[config.mk]
export PLATFORM = sky130hd
export DESIGN_NAME = safety_link_connection_fsm_core
export DESIGN_NICKNAME = d
export VERILOG_FILES = /design/src/design/slcf_pkg.sv /design/src/design/slcf_rule_decode.sv /design/src/design/safety_link_connection_fsm_core.sv
export SDC_FILE = /design/constraint.sdc
export NUM_CORES = 1
export LEC_CHECK = 0
export BUFFER_PORTS_ARGS = -buffer_cell sky130_fd_sc_hd__buf_2
export CAP_MARGIN = 40
export CORE_MARGIN = 2
export CORE_UTILIZATION = 55
export DETAILED_ROUTE_END_ITERATION = 8
export HOLD_SLACK_MARGIN = 0.12
export PLACE_DENSITY = 0.9
export RECOVER_POWER = 100
export SLEW_MARGIN = 20
export SYNTH_ARGS = -nofsm -noshare
export SYNTH_HDL_FRONTEND = slang
export SYNTH_HIERARCHICAL = 1
export SYNTH_SLANG_ARGS = --single-unit
export TNS_END_PERCENT = 10
[constraint.sdc]
create_clock -name clk_i -period 3.3 [get_ports clk_i]
set_clock_uncertainty 0.1 [all_clocks]
set_input_delay 0.33 -clock clk_i [delete_from_list [all_inputs] [get_ports clk_i]]
set_output_delay 0.33 -clock clk_i [all_outputs]
set_load 0.05 [all_outputs]
[src/design/slcf_pkg.sv]
// ----------------------------------------------------------------------------
// Safety link connection FSM package
// Code enumerations, the fixed transition table and the decoded result type
// shared by the rule decoder and the core.
// ----------------------------------------------------------------------------
package slcf_pkg;

  // Width of the internal action lists; only the first ReportSlots are reported.
  localparam int unsigned ActionSlots = 4;
  localparam int unsigned ReportSlots = 4;
  localparam int unsigned NumRules    = 27;
  localparam logic [4:0]  NumEvents   = 5'd18;

  typedef enum logic [2:0] {
    ST_UNINIT      = 3'd0,
    ST_INIT        = 3'd1,
    ST_CONNECTING  = 3'd2,
    ST_ESTABLISHED = 3'd3,
    ST_RETX        = 3'd4,
    ST_SAFE_DISC   = 3'd5,
    ST_SHUTDOWN    = 3'd6,
    ST_INVALID     = 3'd7
  } state_e;

  typedef enum logic [4:0] {
    EV_INIT_SUCCESS     = 5'd0,
    EV_INIT_FAILURE     = 5'd1,
    EV_SHUTDOWN_REQ     = 5'd2,
    EV_CONNECT_REQ      = 5'd3,
    EV_INBOUND_CONNECT  = 5'd4,
    EV_HANDSHAKE_OK     = 5'd5,
    EV_HEARTBEAT        = 5'd6,
    EV_TIMEOUT          = 5'd7,
    EV_INVALID_MSG      = 5'd8,
    EV_VERSION_MISMATCH = 5'd9,
    EV_VALID_DATA       = 5'd10,
    EV_SEQ_GAP          = 5'd11,
    EV_DISCONNECT_REQ   = 5'd12,
    EV_PROTOCOL_ERROR   = 5'd13,
    EV_RECOVERY_OK      = 5'd14,
    EV_RETX_FAILURE     = 5'd15,
    EV_INVALID_RESP     = 5'd16,
    EV_CLEANUP_DONE     = 5'd17
  } event_e;

  typedef enum logic [1:0] {
    OC_OK            = 2'd0,
    OC_REJECTED      = 2'd1,
    OC_INVALID_STATE = 2'd2,
    OC_INVALID_EVENT = 2'd3
  } outcome_e;

  typedef enum logic [4:0] {
    RS_NONE               = 5'd0,
    RS_INIT_COMPLETED     = 5'd1,
    RS_INIT_FAILED        = 5'd2,
    RS_SHUTDOWN_REQ       = 5'd3,
    RS_CONNECT_REQ        = 5'd4,
    RS_INBOUND_ACCEPTED   = 5'd5,
    RS_HANDSHAKE_DONE     = 5'd6,
    RS_HEARTBEAT_OK       = 5'd7,
    RS_TIMEOUT_EXPIRED    = 5'd8,
    RS_INVALID_MSG        = 5'd9,
    RS_VERSION_MISMATCH   = 5'd10,
    RS_DATA_ACCEPTED      = 5'd11,
    RS_SEQ_GAP            = 5'd12,
    RS_DISCONNECT_REQ     = 5'd13,
    RS_PROTOCOL_ERROR     = 5'd14,
    RS_RECOVERY_DONE      = 5'd15,
    RS_RETX_FAILED        = 5'd16,
    RS_INVALID_RESP       = 5'd17,
    RS_CLEANUP_DONE       = 5'd18,
    RS_UNEXPECTED_REJECT  = 5'd19,
    RS_FAILSAFE           = 5'd20,
    RS_IGNORED_SAFE_DISC  = 5'd21,
    RS_INVALID_STATE      = 5'd22,
    RS_INVALID_EVENT      = 5'd23,
    RS_IGNORED_SHUTDOWN   = 5'd24
  } reason_e;

  typedef enum logic [3:0] {
    DG_NONE           = 4'd0,
    DG_INFO_TRANSIT   = 4'd1,
    DG_ERR_CONFIG     = 4'd2,
    DG_INFO_OPER      = 4'd3,
    DG_ERR_TIMEOUT    = 4'd4,
    DG_ERR_PROTOCOL   = 4'd5,
    DG_WARN_REJECTED  = 4'd6,
    DG_WARN_IGNORED   = 4'd7,
    DG_ERR_INTERNAL   = 4'd8,
    DG_ERR_INTERFACE  = 4'd9
  } diag_e;

  typedef enum logic [3:0] {
    AC_NONE          = 4'd0,
    AC_LOG_DIAG      = 4'd1,
    AC_NOTIFY_API    = 4'd2,
    AC_SEND_DISC     = 4'd3,
    AC_ENTER_FAILSAFE = 4'd4,
    AC_FINAL_SHUTDOWN = 4'd5,
    AC_START_HS      = 4'd6,
    AC_START_SUP     = 4'd7,
    AC_ACCEPT_INBOUND = 4'd8,
    AC_RESET_SUP     = 4'd9,
    AC_RELEASE_RES   = 4'd10,
    AC_DELIVER_DATA  = 4'd11,
    AC_REQ_RETX      = 4'd12,
    AC_CLEAR_RETX    = 4'd13
  } action_e;

  typedef action_e [0:ActionSlots-1] act_list_t;
  typedef action_e [0:ReportSlots-1] act_report_t;

  typedef struct packed {
    state_e     from_st;
    event_e     ev;
    state_e     next_st;
    outcome_e   outcome;
    reason_e    reason;
    diag_e      diag;
    logic [2:0] count;
    act_list_t  acts;
  } rule_t;

  // Decoded result of one event, handed from the decoder to the core.
  typedef struct packed {
    state_e      prior_st;
    state_e      next_st;
    outcome_e    outcome;
    reason_e     reason;
    diag_e       diag;
    logic [2:0]  count;
    act_report_t acts;
    logic        count_event;
  } result_t;

  // Builds an action list from four leading codes; any further slots are none.
  function automatic act_list_t acts4(action_e a0, action_e a1, action_e a2,
                                      action_e a3);
    act_list_t lst;
    for (int unsigned i = 0; i < ActionSlots; i++) begin
      lst[i] = AC_NONE;
    end
    lst[0] = a0;
    lst[1] = a1;
    lst[2] = a2;
    lst[3] = a3;
    return lst;
  endfunction

  function automatic rule_t mk(state_e f, event_e e, state_e n, outcome_e o,
                               reason_e r, diag_e d, logic [2:0] c,
                               act_list_t a);
    rule_t rl;
    rl.from_st = f;
    rl.ev      = e;
    rl.next_st = n;
    rl.outcome = o;
    rl.reason  = r;
    rl.diag    = d;
    rl.count   = c;
    rl.acts    = a;
    return rl;
  endfunction

  localparam act_list_t ActsNone     = acts4(AC_NONE, AC_NONE, AC_NONE, AC_NONE);
  localparam act_list_t ActsFailsafe = acts4(AC_SEND_DISC, AC_ENTER_FAILSAFE,
                                             AC_NOTIFY_API, AC_LOG_DIAG);
  localparam act_list_t ActsReject   = acts4(AC_LOG_DIAG, AC_NOTIFY_API,
                                             AC_NONE, AC_NONE);
  localparam act_list_t ActsIgnore   = acts4(AC_LOG_DIAG, AC_NONE, AC_NONE, AC_NONE);
  localparam act_list_t ActsShutdown = acts4(AC_SEND_DISC, AC_RELEASE_RES,
                                             AC_FINAL_SHUTDOWN, AC_NOTIFY_API);

  // Fixed transition table: (from, event) -> next, outcome, reason, diag, actions.
  localparam rule_t Rules [NumRules] = '{
    mk(ST_UNINIT, EV_INIT_SUCCESS, ST_INIT, OC_OK, RS_INIT_COMPLETED,
       DG_INFO_TRANSIT, 3'd2, acts4(AC_LOG_DIAG, AC_NOTIFY_API, AC_NONE, AC_NONE)),
    mk(ST_UNINIT, EV_INIT_FAILURE, ST_SHUTDOWN, OC_REJECTED, RS_INIT_FAILED,
       DG_ERR_CONFIG, 3'd3,
       acts4(AC_LOG_DIAG, AC_FINAL_SHUTDOWN, AC_NOTIFY_API, AC_NONE)),
    mk(ST_UNINIT, EV_SHUTDOWN_REQ, ST_SHUTDOWN, OC_OK, RS_SHUTDOWN_REQ,
       DG_INFO_TRANSIT, 3'd1, acts4(AC_FINAL_SHUTDOWN, AC_NONE, AC_NONE, AC_NONE)),
    mk(ST_INIT, EV_CONNECT_REQ, ST_CONNECTING, OC_OK, RS_CONNECT_REQ,
       DG_INFO_TRANSIT, 3'd3,
       acts4(AC_START_HS, AC_START_SUP, AC_NOTIFY_API, AC_NONE)),
    mk(ST_INIT, EV_INBOUND_CONNECT, ST_CONNECTING, OC_OK, RS_INBOUND_ACCEPTED,
       DG_INFO_TRANSIT, 3'd3,
       acts4(AC_ACCEPT_INBOUND, AC_START_SUP, AC_NOTIFY_API, AC_NONE)),
    mk(ST_INIT, EV_SHUTDOWN_REQ, ST_SHUTDOWN, OC_OK, RS_SHUTDOWN_REQ,
       DG_INFO_TRANSIT, 3'd2,
       acts4(AC_FINAL_SHUTDOWN, AC_NOTIFY_API, AC_NONE, AC_NONE)),
    mk(ST_CONNECTING, EV_HANDSHAKE_OK, ST_ESTABLISHED, OC_OK, RS_HANDSHAKE_DONE,
       DG_INFO_TRANSIT, 3'd3,
       acts4(AC_RESET_SUP, AC_NOTIFY_API, AC_LOG_DIAG, AC_NONE)),
    mk(ST_CONNECTING, EV_HEARTBEAT, ST_CONNECTING, OC_OK, RS_HEARTBEAT_OK,
       DG_INFO_OPER, 3'd2, acts4(AC_RESET_SUP, AC_LOG_DIAG, AC_NONE, AC_NONE)),
    mk(ST_CONNECTING, EV_TIMEOUT, ST_SAFE_DISC, OC_REJECTED, RS_TIMEOUT_EXPIRED,
       DG_ERR_TIMEOUT, 3'd4, ActsFailsafe),
    mk(ST_CONNECTING, EV_INVALID_MSG, ST_SAFE_DISC, OC_REJECTED, RS_INVALID_MSG,
       DG_ERR_PROTOCOL, 3'd4, ActsFailsafe),
    mk(ST_CONNECTING, EV_VERSION_MISMATCH, ST_SAFE_DISC, OC_REJECTED,
       RS_VERSION_MISMATCH, DG_ERR_PROTOCOL, 3'd4, ActsFailsafe),
    mk(ST_CONNECTING, EV_SHUTDOWN_REQ, ST_SHUTDOWN, OC_OK, RS_SHUTDOWN_REQ,
       DG_INFO_TRANSIT, 3'd4, ActsShutdown),
    mk(ST_ESTABLISHED, EV_HEARTBEAT, ST_ESTABLISHED, OC_OK, RS_HEARTBEAT_OK,
       DG_INFO_OPER, 3'd2, acts4(AC_RESET_SUP, AC_LOG_DIAG, AC_NONE, AC_NONE)),
    mk(ST_ESTABLISHED, EV_VALID_DATA, ST_ESTABLISHED, OC_OK, RS_DATA_ACCEPTED,
       DG_INFO_OPER, 3'd3,
       acts4(AC_RESET_SUP, AC_DELIVER_DATA, AC_LOG_DIAG, AC_NONE)),
    mk(ST_ESTABLISHED, EV_SEQ_GAP, ST_RETX, OC_OK, RS_SEQ_GAP,
       DG_INFO_TRANSIT, 3'd3,
       acts4(AC_REQ_RETX, AC_NOTIFY_API, AC_LOG_DIAG, AC_NONE)),
    mk(ST_ESTABLISHED, EV_DISCONNECT_REQ, ST_SAFE_DISC, OC_OK, RS_DISCONNECT_REQ,
       DG_INFO_TRANSIT, 3'd3,
       acts4(AC_SEND_DISC, AC_ENTER_FAILSAFE, AC_NOTIFY_API, AC_NONE)),
    mk(ST_ESTABLISHED, EV_TIMEOUT, ST_SAFE_DISC, OC_REJECTED, RS_TIMEOUT_EXPIRED,
       DG_ERR_TIMEOUT, 3'd4, ActsFailsafe),
    mk(ST_ESTABLISHED, EV_PROTOCOL_ERROR, ST_SAFE_DISC, OC_REJECTED,
       RS_PROTOCOL_ERROR, DG_ERR_PROTOCOL, 3'd4, ActsFailsafe),
    mk(ST_ESTABLISHED, EV_SHUTDOWN_REQ, ST_SHUTDOWN, OC_OK, RS_SHUTDOWN_REQ,
       DG_INFO_TRANSIT, 3'd4, ActsShutdown),
    mk(ST_RETX, EV_RECOVERY_OK, ST_ESTABLISHED, OC_OK, RS_RECOVERY_DONE,
       DG_INFO_TRANSIT, 3'd4,
       acts4(AC_CLEAR_RETX, AC_RESET_SUP, AC_NOTIFY_API, AC_LOG_DIAG)),
    mk(ST_RETX, EV_HEARTBEAT, ST_RETX, OC_OK, RS_HEARTBEAT_OK,
       DG_INFO_OPER, 3'd2, acts4(AC_RESET_SUP, AC_LOG_DIAG, AC_NONE, AC_NONE)),
    mk(ST_RETX, EV_RETX_FAILURE, ST_SAFE_DISC, OC_REJECTED, RS_RETX_FAILED,
       DG_ERR_PROTOCOL, 3'd4, ActsFailsafe),
    mk(ST_RETX, EV_INVALID_RESP, ST_SAFE_DISC, OC_REJECTED, RS_INVALID_RESP,
       DG_ERR_PROTOCOL, 3'd4, ActsFailsafe),
    mk(ST_RETX, EV_TIMEOUT, ST_SAFE_DISC, OC_REJECTED, RS_TIMEOUT_EXPIRED,
       DG_ERR_TIMEOUT, 3'd4, ActsFailsafe),
    mk(ST_RETX, EV_SHUTDOWN_REQ, ST_SHUTDOWN, OC_OK, RS_SHUTDOWN_REQ,
       DG_INFO_TRANSIT, 3'd4, ActsShutdown),
    mk(ST_SAFE_DISC, EV_CLEANUP_DONE, ST_INIT, OC_OK, RS_CLEANUP_DONE,
       DG_INFO_TRANSIT, 3'd3,
       acts4(AC_RELEASE_RES, AC_NOTIFY_API, AC_LOG_DIAG, AC_NONE)),
    mk(ST_SAFE_DISC, EV_SHUTDOWN_REQ, ST_SHUTDOWN, OC_OK, RS_SHUTDOWN_REQ,
       DG_INFO_TRANSIT, 3'd3,
       acts4(AC_RELEASE_RES, AC_FINAL_SHUTDOWN, AC_NOTIFY_API, AC_NONE))
  };

endpackage

[src/design/slcf_rule_decode.sv]
// ----------------------------------------------------------------------------
// Safety link connection FSM rule decoder
// Combinational lookup of one event against the transition table, with the
// invalid-state, invalid-event, shutdown and unmatched-event policies.
// ----------------------------------------------------------------------------
module slcf_rule_decode (
  input  slcf_pkg::state_e  state_i,
  input  logic [4:0]        event_i,
  output slcf_pkg::result_t res_o
);

  logic            hit;
  slcf_pkg::rule_t rule;
  slcf_pkg::result_t res;

  // Table search: the (from, event) pairs are unique, so at most one matches.
  always_comb begin
    hit  = 1'b0;
    rule = slcf_pkg::Rules[0];
    for (int unsigned i = 0; i < slcf_pkg::NumRules; i++) begin
      if (!hit && slcf_pkg::Rules[i].from_st == state_i &&
          slcf_pkg::Rules[i].ev == event_i) begin
        hit  = 1'b1;
        rule = slcf_pkg::Rules[i];
      end
    end
  end

  // Policy selection in priority order.
  always_comb begin
    res.prior_st    = state_i;
    res.next_st     = state_i;
    res.outcome     = slcf_pkg::OC_OK;
    res.reason      = slcf_pkg::RS_NONE;
    res.diag        = slcf_pkg::DG_NONE;
    res.count       = 3'd0;
    res.count_event = 1'b1;
    for (int unsigned i = 0; i < slcf_pkg::ReportSlots; i++) begin
      res.acts[i] = slcf_pkg::AC_NONE;
    end

    if (state_i == slcf_pkg::ST_INVALID) begin
      res.outcome     = slcf_pkg::OC_INVALID_STATE;
      res.reason      = slcf_pkg::RS_INVALID_STATE;
      res.diag        = slcf_pkg::DG_ERR_INTERNAL;
      res.count_event = 1'b0;
    end else if (event_i >= slcf_pkg::NumEvents) begin
      res.outcome     = slcf_pkg::OC_INVALID_EVENT;
      res.reason      = slcf_pkg::RS_INVALID_EVENT;
      res.diag        = slcf_pkg::DG_ERR_INTERFACE;
      res.count_event = 1'b0;
    end else if (state_i == slcf_pkg::ST_SHUTDOWN) begin
      res.reason = slcf_pkg::RS_IGNORED_SHUTDOWN;
      res.diag   = slcf_pkg::DG_WARN_IGNORED;
    end else if (hit) begin
      res.next_st = rule.next_st;
      res.outcome = rule.outcome;
      res.reason  = rule.reason;
      res.diag    = rule.diag;
      res.count   = rule.count;
      for (int unsigned i = 0; i < slcf_pkg::ReportSlots; i++) begin
        res.acts[i] = rule.acts[i];
      end
    end else if (state_i == slcf_pkg::ST_CONNECTING ||
                 state_i == slcf_pkg::ST_ESTABLISHED ||
                 state_i == slcf_pkg::ST_RETX) begin
      res.next_st = slcf_pkg::ST_SAFE_DISC;
      res.outcome = slcf_pkg::OC_REJECTED;
      res.reason  = slcf_pkg::RS_FAILSAFE;
      res.diag    = slcf_pkg::DG_ERR_PROTOCOL;
      res.count   = 3'd4;
      for (int unsigned i = 0; i < slcf_pkg::ReportSlots; i++) begin
        res.acts[i] = slcf_pkg::ActsFailsafe[i];
      end
    end else if (state_i == slcf_pkg::ST_SAFE_DISC) begin
      res.reason = slcf_pkg::RS_IGNORED_SAFE_DISC;
      res.diag   = slcf_pkg::DG_WARN_IGNORED;
      res.count  = 3'd1;
      for (int unsigned i = 0; i < slcf_pkg::ReportSlots; i++) begin
        res.acts[i] = slcf_pkg::ActsIgnore[i];
      end
    end else begin
      res.outcome = slcf_pkg::OC_REJECTED;
      res.reason  = slcf_pkg::RS_UNEXPECTED_REJECT;
      res.diag    = slcf_pkg::DG_WARN_REJECTED;
      res.count   = 3'd2;
      for (int unsigned i = 0; i < slcf_pkg::ReportSlots; i++) begin
        res.acts[i] = slcf_pkg::ActsReject[i];
      end
    end
  end

  // Slots at or beyond the action count are reported as none.
  always_comb begin
    res_o = res;
    for (int unsigned i = 0; i < slcf_pkg::ReportSlots; i++) begin
      if (3'(i) >= res.count) begin
        res_o.acts[i] = slcf_pkg::AC_NONE;
      end
    end
  end

endmodule

[src/design/safety_link_connection_fsm_core.sv]
// ----------------------------------------------------------------------------
// Safety link connection FSM core
// Keeps the link state and valid-event tally and reports one result per event.
// ----------------------------------------------------------------------------
// An accepted event's result is in the output register in the next cycle.
// Throughput: one event per cycle if not stalled; state and tally update in step.
// The output register takes a new result while the held one is being taken.
// Reset clears the link state to uninitialized, the tally to zero and the
// output valid flag.
module safety_link_connection_fsm_core (
  input  logic        clk_i,
  input  logic        rst_ni,
  input  logic        s_axis_tvalid_i,
  output logic        s_axis_tready_o,
  input  logic [7:0]  s_axis_tdata_i,   // [4:0] event_code, [7:5] zero
  output logic        m_axis_tvalid_o,
  input  logic        m_axis_tready_i,
  // [2:0] prior_state, [5:3] new_state, [7:6] outcome, [12:8] reason_code,
  // [16:13] diagnostic_code, [19:17] action_count, [23:20] action_first,
  // [27:24] action_second, [31:28] action_third, [35:32] action_fourth,
  // [67:36] valid_event_total, [71:68] zero
  output logic [71:0] m_axis_tdata_o
);

  slcf_pkg::state_e  state_q, state_d;
  logic [31:0]       tally_q, tally_d;
  logic              out_valid_q;
  slcf_pkg::result_t out_res_q;
  logic [31:0]       out_total_q;
  slcf_pkg::result_t res;
  logic              accept;

  slcf_rule_decode u_decode (
    .state_i (state_q),
    .event_i (s_axis_tdata_i[4:0]),
    .res_o   (res)
  );

  // A new request is taken whenever the output register is empty or draining.
  assign s_axis_tready_o = !out_valid_q || m_axis_tready_i;
  assign accept          = s_axis_tvalid_i && s_axis_tready_o;

  // Next link state and tally for the accepted event.
  always_comb begin
    state_d = state_q;
    tally_d = tally_q;
    if (accept) begin
      state_d = res.next_st;
      if (res.count_event) begin
        tally_d = tally_q + 32'd1;
      end
    end
  end

  // Control state and output valid flag.
  always_ff @(posedge clk_i or negedge rst_ni) begin
    if (!rst_ni) begin
      state_q     <= slcf_pkg::ST_UNINIT;
      tally_q     <= 32'd0;
      out_valid_q <= 1'b0;
    end else begin
      state_q <= state_d;
      tally_q <= tally_d;
      if (accept) begin
        out_valid_q <= 1'b1;
      end else if (m_axis_tready_i) begin
        out_valid_q <= 1'b0;
      end
    end
  end

  // Result payload register.
  always_ff @(posedge clk_i) begin
    if (accept) begin
      out_res_q   <= res;
      out_total_q <= tally_d;
    end
  end

  assign m_axis_tvalid_o = out_valid_q;
  assign m_axis_tdata_o  = {4'b0000, out_total_q,
                            out_res_q.acts[3], out_res_q.acts[2],
                            out_res_q.acts[1], out_res_q.acts[0],
                            out_res_q.count, out_res_q.diag, out_res_q.reason,
                            out_res_q.outcome, out_res_q.next_st,
                            out_res_q.prior_st};

endmodule
==> results of run 1 <==
state kept, by name, summed over array words and instances (netlist names):
name / count
out_total_q: 32
m_axis_tdata_o: 36
state_q: 3
m_axis_tvalid_o: 1
tally_q: 32
per-layer routing:
metal	routed length, microns	share of wire	GRT usage
met5	0	0	0
met4	467	0.036	0.09875
met3	1085	0.084	0.05452
met2	6356	0.49	0.4366
met1	4961	0.39	0.3301
synth_stat cells (all sizes together), types with 2 or more instances:
cell type	n
a21boi	2
a21oi	25
a31oi	6
a41oi	2
and2	8
and2b	2
and3	8
and3b	2
and4	3
buf	19
clkbuf	12
conb	2
dfrtp	36
edfxtp	68
inv	13
mux2	4
nand2	41
nand2b	10
nand3	30
nand3b	4
nand4	11
nand4b	2
nor2	32
nor2b	7
nor3	18
nor3b	5
nor4	10
nor4b	2
o2111ai	3
o211ai	6
o21ai	23
o22ai	3
o31a	2
or2	2
or4	2
xnor2	17
xor2	15
per-stage QoR:
stage	utilization	total power [mW]	hold WS, ns	area, sq um	setup slack (ns)
finish	0.6349	3.839	0.2259	5867	0.3161
global route	0.6349	4.003	0.2558	5867	0.1075
CTS	0.6481	3.866	0.3536	5988	0.3715
detailed placement	0.6253	3.117	0.3547	5778	0.3503
global placement	0.6253	3.098	0.3477	5778	0.4249
floorplan	-	2.745	-0.06559	5241	0.2383
power by group through the flow:
stage	sequential [mW]	combinational [mW]	clock, mW
finish	1.75	1.33	0.758
CTS	1.74	1.36	0.770
floorplan	2.06	0.684	0
global route	1.77	1.42	0.816
detailed placement	1.77	1.35	0
global placement	1.76	1.34	0
logic make-up after synthesis:
| family | Yosys count | share of synthesized area |
|---|---|---|
| adders and majority gates | 1 | 0.002395 |
| xor gates and xnor gates | 32 | 0.05367 |
| AOI/OAI and AO/OA | 83 | 0.1040 |
| muxes | 5 | 0.01054 |
| and+or+nand+nor | 202 | 0.2226 |
| DFF | 104 | 0.5635 |
| other | 2 | 0.001438 |
| buffers and inverters | 44 | 0.04193 |
worst paths after layout:
path	from	cells past startpoint	to	slack (ns)
max	state_q[1]	9	state_q[0]	0.32
min	rst_ni	2	tally_q[22]	0.23
max reg2reg	state_q[1]	9	state_q[0]	0.32
min reg2reg	tally_q[31]	1	tally_q[31]	0.38
max in group asynchronous	rst_ni	3	tally_q[11]	0.89
min in group clk_i	m_axis_tready_i	3	m_axis_tvalid_o	0.37
cell type report:
cell class | instances | share of cell area
Sequential cell | 104 | 0.5016
Multi-Input combinational cell | 330 | 0.3525
Timing Repair Buffer | 100 | 0.07763
Tap cell | 129 | 0.02751
Clock buffer | 11 | 0.02602
Inverter | 13 | 0.008317
Clock inverter | 5 | 0.006398
==> impl_summary.md, run 1 <==
Outcome
The run finished, with violations left. The checks that failed: max-capacitance violations, max-slew violations.

Floorplan
The die footprint is approximately 0.010 sq mm. The floorplan has 35 rows. 86 I/O pins were placed. The vertical die dimension is 101.4 microns. The region available for standard cell placement spans a little over 0.009 sq mm. The effective utilization at floorplan is 0.5652.

The overall die width is slightly above 100 microns.

Critical path
The kind of cell with the highest combined delay on the critical path is simple AND/OR/NAND/NOR gates. STA puts the critical path data arrival time at 3.13 ns. The category of the worst setup path launch point is a flip-flop. The signal on the critical path passes through nand3b_1 > nor4_1 > clkbuf_1 > a211o_1 > nor4_1 > a21oi_1 > nor2_1 > o31a_1 > mux2_2. The critical path's slowest cell is dfrtp_1. The library cell appearing most often on the critical path is nor4_1. STA puts the critical path data required time at 3.45 ns. The number of buffers and inverters on the critical path is 1. The largest fanout on the critical path is 17. The critical path class is reg2reg. STA classifies the critical path endpoint as a flip-flop. The maximum single-stage delay on the critical path is 0.79 ns.

STA
The tightest slew margin relative to the limit is -0.2189. Counting I/O delays and the setup requirement, the final critical path takes between 2 and 3 ns. Dividing the final minimum period by the clock period gives 0.9042. At the pin with the least slew margin, the transition time is approximately 1.8 ns. In the final timing run, aggregate negative setup slack is 0 ns. The max-slew violation total from the final report is 34. The number of failing hold endpoints at the final stage is 0. Setup repair after global routing left no endpoint under its margin. The maximum achievable frequency is 335.1 MHz. Setup violations remaining at the end of the flow were counted as 0.

CTS
TritonCTS built the clock tree. After clock tree synthesis, the setup repair step added 0 buffers. Clock latency on the worst-skew pair, taken at its later pin, is 0.36 ns. The total clock buffers created by CTS is 9.

Clock-pin slew was measured on the worst setup and hold paths at 0.09 ns. The post-cts gate resize count is 0. Clock tree synthesis selected as its root buffer the cell clkbuf_8. The deepest level of the CTS H-tree is 3. The number of hold buffers added after CTS was 2. The largest buffer count on any clock path is 2. For this design, the sink count on the clock tree is between 100 and 150.

Logic synthesis
The number of synthesis warnings is 6. In the post-synthesis netlist, the biggest area contributors are edfxtp_1 (39%), dfrtp_1 (17%), xnor2_1 (2.9%). The fraction of registers with async set or reset after synthesis is 0.3462. The post-synthesis cell type count is 75. Of the post-synthesis cell area, the dominant cell type holds 0.3910. The sequential cell area fraction in the yosys report is 0.5635. After synthesis, the mean cell area works out to around 11 sq um. The top cell type by total area after synthesis is edfxtp_1. Yosys mapped a number of flops with a built-in enable equal to 68. The mapped netlist covers ~0.0052 sq mm.

The commonest register cell after synthesis is edfxtp_1. After synthesis the netlist holds a flip-flop and latch count of ~100. In the synthesized netlist, the number of instances is 473.

Cells and area
The number of antenna diodes in the final layout is 0. The filler cells instantiated in the layout total 739. Registers take between 0.002 and 0.003 sq mm. The number of nets at the end of the flow is approximately 570. The most common cell after layout, fill and taps aside is clkbuf_1.

Summing all multi-input logic gate instances after layout gives slightly above 0.002 sq mm. Leaving out fill and tap cells, the most frequent cells in the layout are clkbuf_1 (79), edfxtp_1 (68), nand2_1 (38). The share of layout cells above drive strength 1 is 0.1083.

The finished layout holds between 600 and 700 standard cells, fillers aside. The layout overhead on the synthesized area is 12.34%.

Global routing
Entering global routing, the biggest net connects 37 pins. The number of global-route vias before repair is between 3000 and 4000. The first global-routing pass estimated ~20000 microns of wire. The global router's overall resource usage is 0.2589. The initial antenna violation count is 0.

The residual overflow from global routing is 0.

Power
Across the VDD grid, the largest voltage drop is 0.2352 mV. The total leakage power is around 2.3 nW. The clock network fraction of design power is 0.197. The switching power summed over all nets is ~1.5 mW. The internal portion of the total power is 2.303 mW.

The switching power as a share of total power is 0.4000. In this run the power density over the cells is 654.3 mW/mm^2. The share of power burned in registers is 0.456. Of the total power, combinational logic draws 0.347.

Detailed routing
The antenna violation net count after detailed routing is 0. The starting DRC count in detailed routing is between 300 and 400. The wire length reported by the detailed router is 12870 microns. The routed layout has between 4000 and 5000 vias.

The average wire length per cell after detail routing is ~19 microns. For this run, design rule violations remaining after detail routing come to 0. The iteration count of the initial detailed-routing pass is 5. The routed via count divided by cell count is around 6.0.

Place
The placed cell count is 673. Once detailed placement completed, the half-perimeter wirelength came to about 9400 microns. Routability-driven placement finished with a final weighted congestion of between 0.9 and 1. The count of input and output buffers is 78.

Worst hold path
The type of the worst min-delay path is in2async.

Run
The max capacitance violation total is 1.
No activity file was read; power rests on OpenSTA's default activity.
==> run 2: changes to the inputs <==
Settings changed: BUFFER_PORTS_ARGS -buffer_cell sky130_fd_sc_hd__buf_2 to -buffer_cell sky130_fd_sc_hd__buf_4.
==> run 2 against run 1 <==
Net effect: critical path depth fell by 1; setup slack got worse by 0.042 ns; core utilization did not move; sequential cell count did not move; sequential power barely moved; routed wire length rose by 5.4%; the flow still finishes with violations (max-capacitance violations, max-slew violations); clock power barely moved; non-clock buffer count rose by 3; critical endpoint is now out_total_q[27]; largest power group unchanged; first-iteration DRC count rose by 17%.
==> impl_summary.md, run 2 (synthesized netlist as in run 1, its figures left out) <==
Critical path
The maximum single-stage delay on the critical path is 0.59 ns (-0.20 ns). The number of cells traversed by the worst register-to-register path was 8 (-1). The endpoint arrival time on the critical path was 3.02 ns (-0.11 ns). On the critical path, the stage with the largest delay is an instance of dfrtp_1.

The endpoint identified for the worst register-to-register timing path is out_total_q[27]. The largest fanout on the critical path is 14 (-3). The flop-to-flop setup slack is 0.27 ns (-0.04 ns).

The required time reported for the critical path endpoint came to 3.30 ns (-0.15 ns). The worst setup path is of the reg2reg kind. Grouping stages by cell kind, the critical path spends the most delay in simple AND/OR/NAND/NOR gates. The category of the worst setup path launch point is a flip-flop. Walking the worst path, the cells encountered are buf_4 > nand3_1 > and2_0 > and2_0 > nand4_1 > or4_1 > nor4_1 > xnor2_1. In this run the critical register-to-register path is launched from state_q[1].

STA classifies the critical path endpoint as a flip-flop. The number of buffers and inverters on the critical path is 1 (unchanged). The library cell appearing most often on the critical path is and2_0.

CTS
The clock-pin transition on the worst setup and hold timing paths came to 0.11 ns (+0.02 ns). The largest buffer count on any clock path is 2 (unchanged). The CTS sink count came to 104 (unchanged). The clock tree from TritonCTS is yes. The clock latency of the later-clocked register in the worst-skew pair came to 0.37 ns (about the same). In this run the clock root is driven by a clkbuf_8. The deepest level of the CTS H-tree was 3 (unchanged). The post-cts gate resize count is 0 (unchanged). The total clock buffers created by CTS is 9 (unchanged).

Cells and area
The cell area after layout came to 0.005867 sq mm (unchanged). The diode insertion count for antenna repair is 0 (unchanged). The layout overhead on the synthesized area was 12.34% (unchanged). The most common cell after layout, fill and taps aside is clkbuf_1. The share of layout cells above drive strength 1 is 0.1060 (-0.002341). The number of nets at the end of the flow is 574 (+0.53%). The flip-flop count of the largest register, all copies and words added is 36 (unchanged). Leaving out fill and tap cells, the most frequent cells in the layout are clkbuf_1 (76), edfxtp_1 (68), nand2_1 (38).

Power
The clock network fraction of design power is 0.197 (about the same). The share of power burned in registers is 0.457 (about the same). The power per cell area is 654.6 mW/mm^2 (about the same). The switching power summed over all nets was 1.558 mW (+1.5%).

The cell-internal power was 2.282 mW (-0.92%). The total leakage power is 2.273 nW (+0.65%). The share of power burned in combinational logic is 0.346 (about the same). The switching power as a share of total power is 0.4058 (+0.005840). The peak supply drop is 0.2206 mV (-6.2%).

STA
Setup repair after global routing left no endpoint under its margin. The share of the cycle needed by the critical path after routing is 0.9169 (+0.01267). The number of failing hold endpoints at the final stage came to 0 (unchanged). The max-slew violation total from the final report is 37 (+8.8%). The measured slew at the worst slew-check pin is 1.976 ns (+0.1475 ns). The sum of negative setup slack came to 0 ns (unchanged). The worst setup margin is 0.2744 ns (-0.04180 ns).

The maximum achievable frequency is 330.5 MHz (-1.4%). The tightest slew margin relative to the limit is -0.3172 (-0.09836). The minimum clock period after layout is 3.026 ns (+0.04180 ns). The final-report setup violation count is 0 (unchanged).

Outcome
The checks that failed: max-capacitance violations, max-slew violations. The run finished, with violations left.

Detailed routing
The antenna violation net count after detailed routing is 0 (unchanged). The wire length reported by the detailed router is 13560 microns (+5.4%). The via count is 4183 (+0.36%).

The routed via count divided by cell count is 6.019 (about the same). The average wire length per cell after detail routing was 19.52 microns (+4.9%). The post-detailed-route DRC marker count is 0 (unchanged). The iteration count of the initial detailed-routing pass is 5 (unchanged). The starting DRC count in detailed routing is 407 (+17%).

Worst hold path
The type of the worst min-delay path is reg2reg. The hold-critical path endpoint is tally_q[31]. Along the worst hold path, the cell count comes to 1. The hold path startpoint is tally_q[31].

Floorplan
The count of standard-cell rows is 35 (unchanged). The I/O pin total is 86 (unchanged). The vertical die dimension is 101.4 microns (unchanged). The area of the core is 0.009240 sq mm (unchanged). The die footprint is 0.01029 sq mm (unchanged).

The effective utilization at floorplan was 0.5652 (unchanged). The overall die width was 101.4 microns (unchanged).

Global routing
The global-route wire length before repair was 21260 microns (+4.4%). The number of global-route vias before repair came to 4174 (+8.4%). The global router's overall resource usage was 0.2728 (+0.01390).

The maximum number of pins on one net before global-route repair is 37 (unchanged). The residual overflow from global routing is 0 (unchanged). The initial antenna violation count is 0 (unchanged).

Place
The HPWL after detailed placement is 9829 microns (+4.4%). The worst slack after detailed placement is 0.4576 ns (+0.1072 ns). The count of input and output buffers is 78 (unchanged). The cell area after placement is 0.005991 sq mm (+3.7%). The last weighted congestion value of the routability-driven placer is 1.011 (+1.6%).

Run
The max capacitance violation total is 1 (unchanged).
run 2: cell count changes in the layout (fill, tap and decap cells not counted), sizes merged:
cell,change
clkinvlp,-2
clkinv,+3
clkbuf,-3
buf,+5
run 2: metal layers:
metal  wire (microns)  GRT usage  vias up
met3             1147    0.06211       62
met2             6657     0.4544      262
met4              783     0.1642        0
met5                0          0        -
li1                 -          -     1906
met1             4975     0.3232     1953
run 2: worst max-delay path by stage:
| stage | to | startpoint | slack (ns) | depth (start not counted) |
|---|---|---|---|---|
| finish | out_total_q[27] | state_q[1] | 0.27 | 8 |
| global route | out_total_q[27] | state_q[1] | 0.15 | 8 |
| CTS | m_axis_tdata_o[9] | state_q[1] | 0.46 | 7 |
| detailed placement | out_total_q[31] | s_axis_tdata_i[2] | 0.46 | 9 |
| global placement | out_total_q[31] | s_axis_tdata_i[2] | 0.49 | 9 |
| floorplan | m_axis_tdata_o[0] | m_axis_tvalid_o | 0.24 | 4 |
run 2: through the flow:
step / hold WS, ns / utilization / power, mW / cells
6_report: 0.3867 / 0.6349 / 3.841 / 695
3_3_place_gp: 0.2136 / 0.6483 / 3.175 / 677
2_1_floorplan: -0.06559 / - / 2.745 / 478
5_1_grt: 0.4111 / 0.6349 / 4.013 / 695
3_5_place_dp: 0.2143 / 0.6483 / 3.201 / 677
4_1_cts: 0.3449 / 0.6710 / 3.941 / 695
run 2: power groups by stage:
stage / clock network (mW) / registers [mW] / logic, mW
global route: 0.818 / 1.77 / 1.42
CTS: 0.765 / 1.75 / 1.42
finish: 0.755 / 1.76 / 1.33
floorplan: 0 / 2.06 / 0.684
detailed placement: 0 / 1.78 / 1.42
global placement: 0 / 1.78 / 1.40
run 2: layout make-up:
class | count | area (sq um)
Fill cell | 773 | 3373
Sequential cell | 104 | 2943
Multi-Input combinational cell | 330 | 2037
Timing Repair Buffer | 103 | 488.0
Tap cell | 129 | 161.4
Clock buffer | 10 | 137.6
Clock inverter | 6 | 51.30
Inverter | 13 | 48.80
run 2: repair_timing:
| action | CTS | global route |
|---|---|---|
| hold buffers | 2 | 0 |
| hold endpoints to repair | 37 | 0 |
| setup buffers | 0 | 0 |
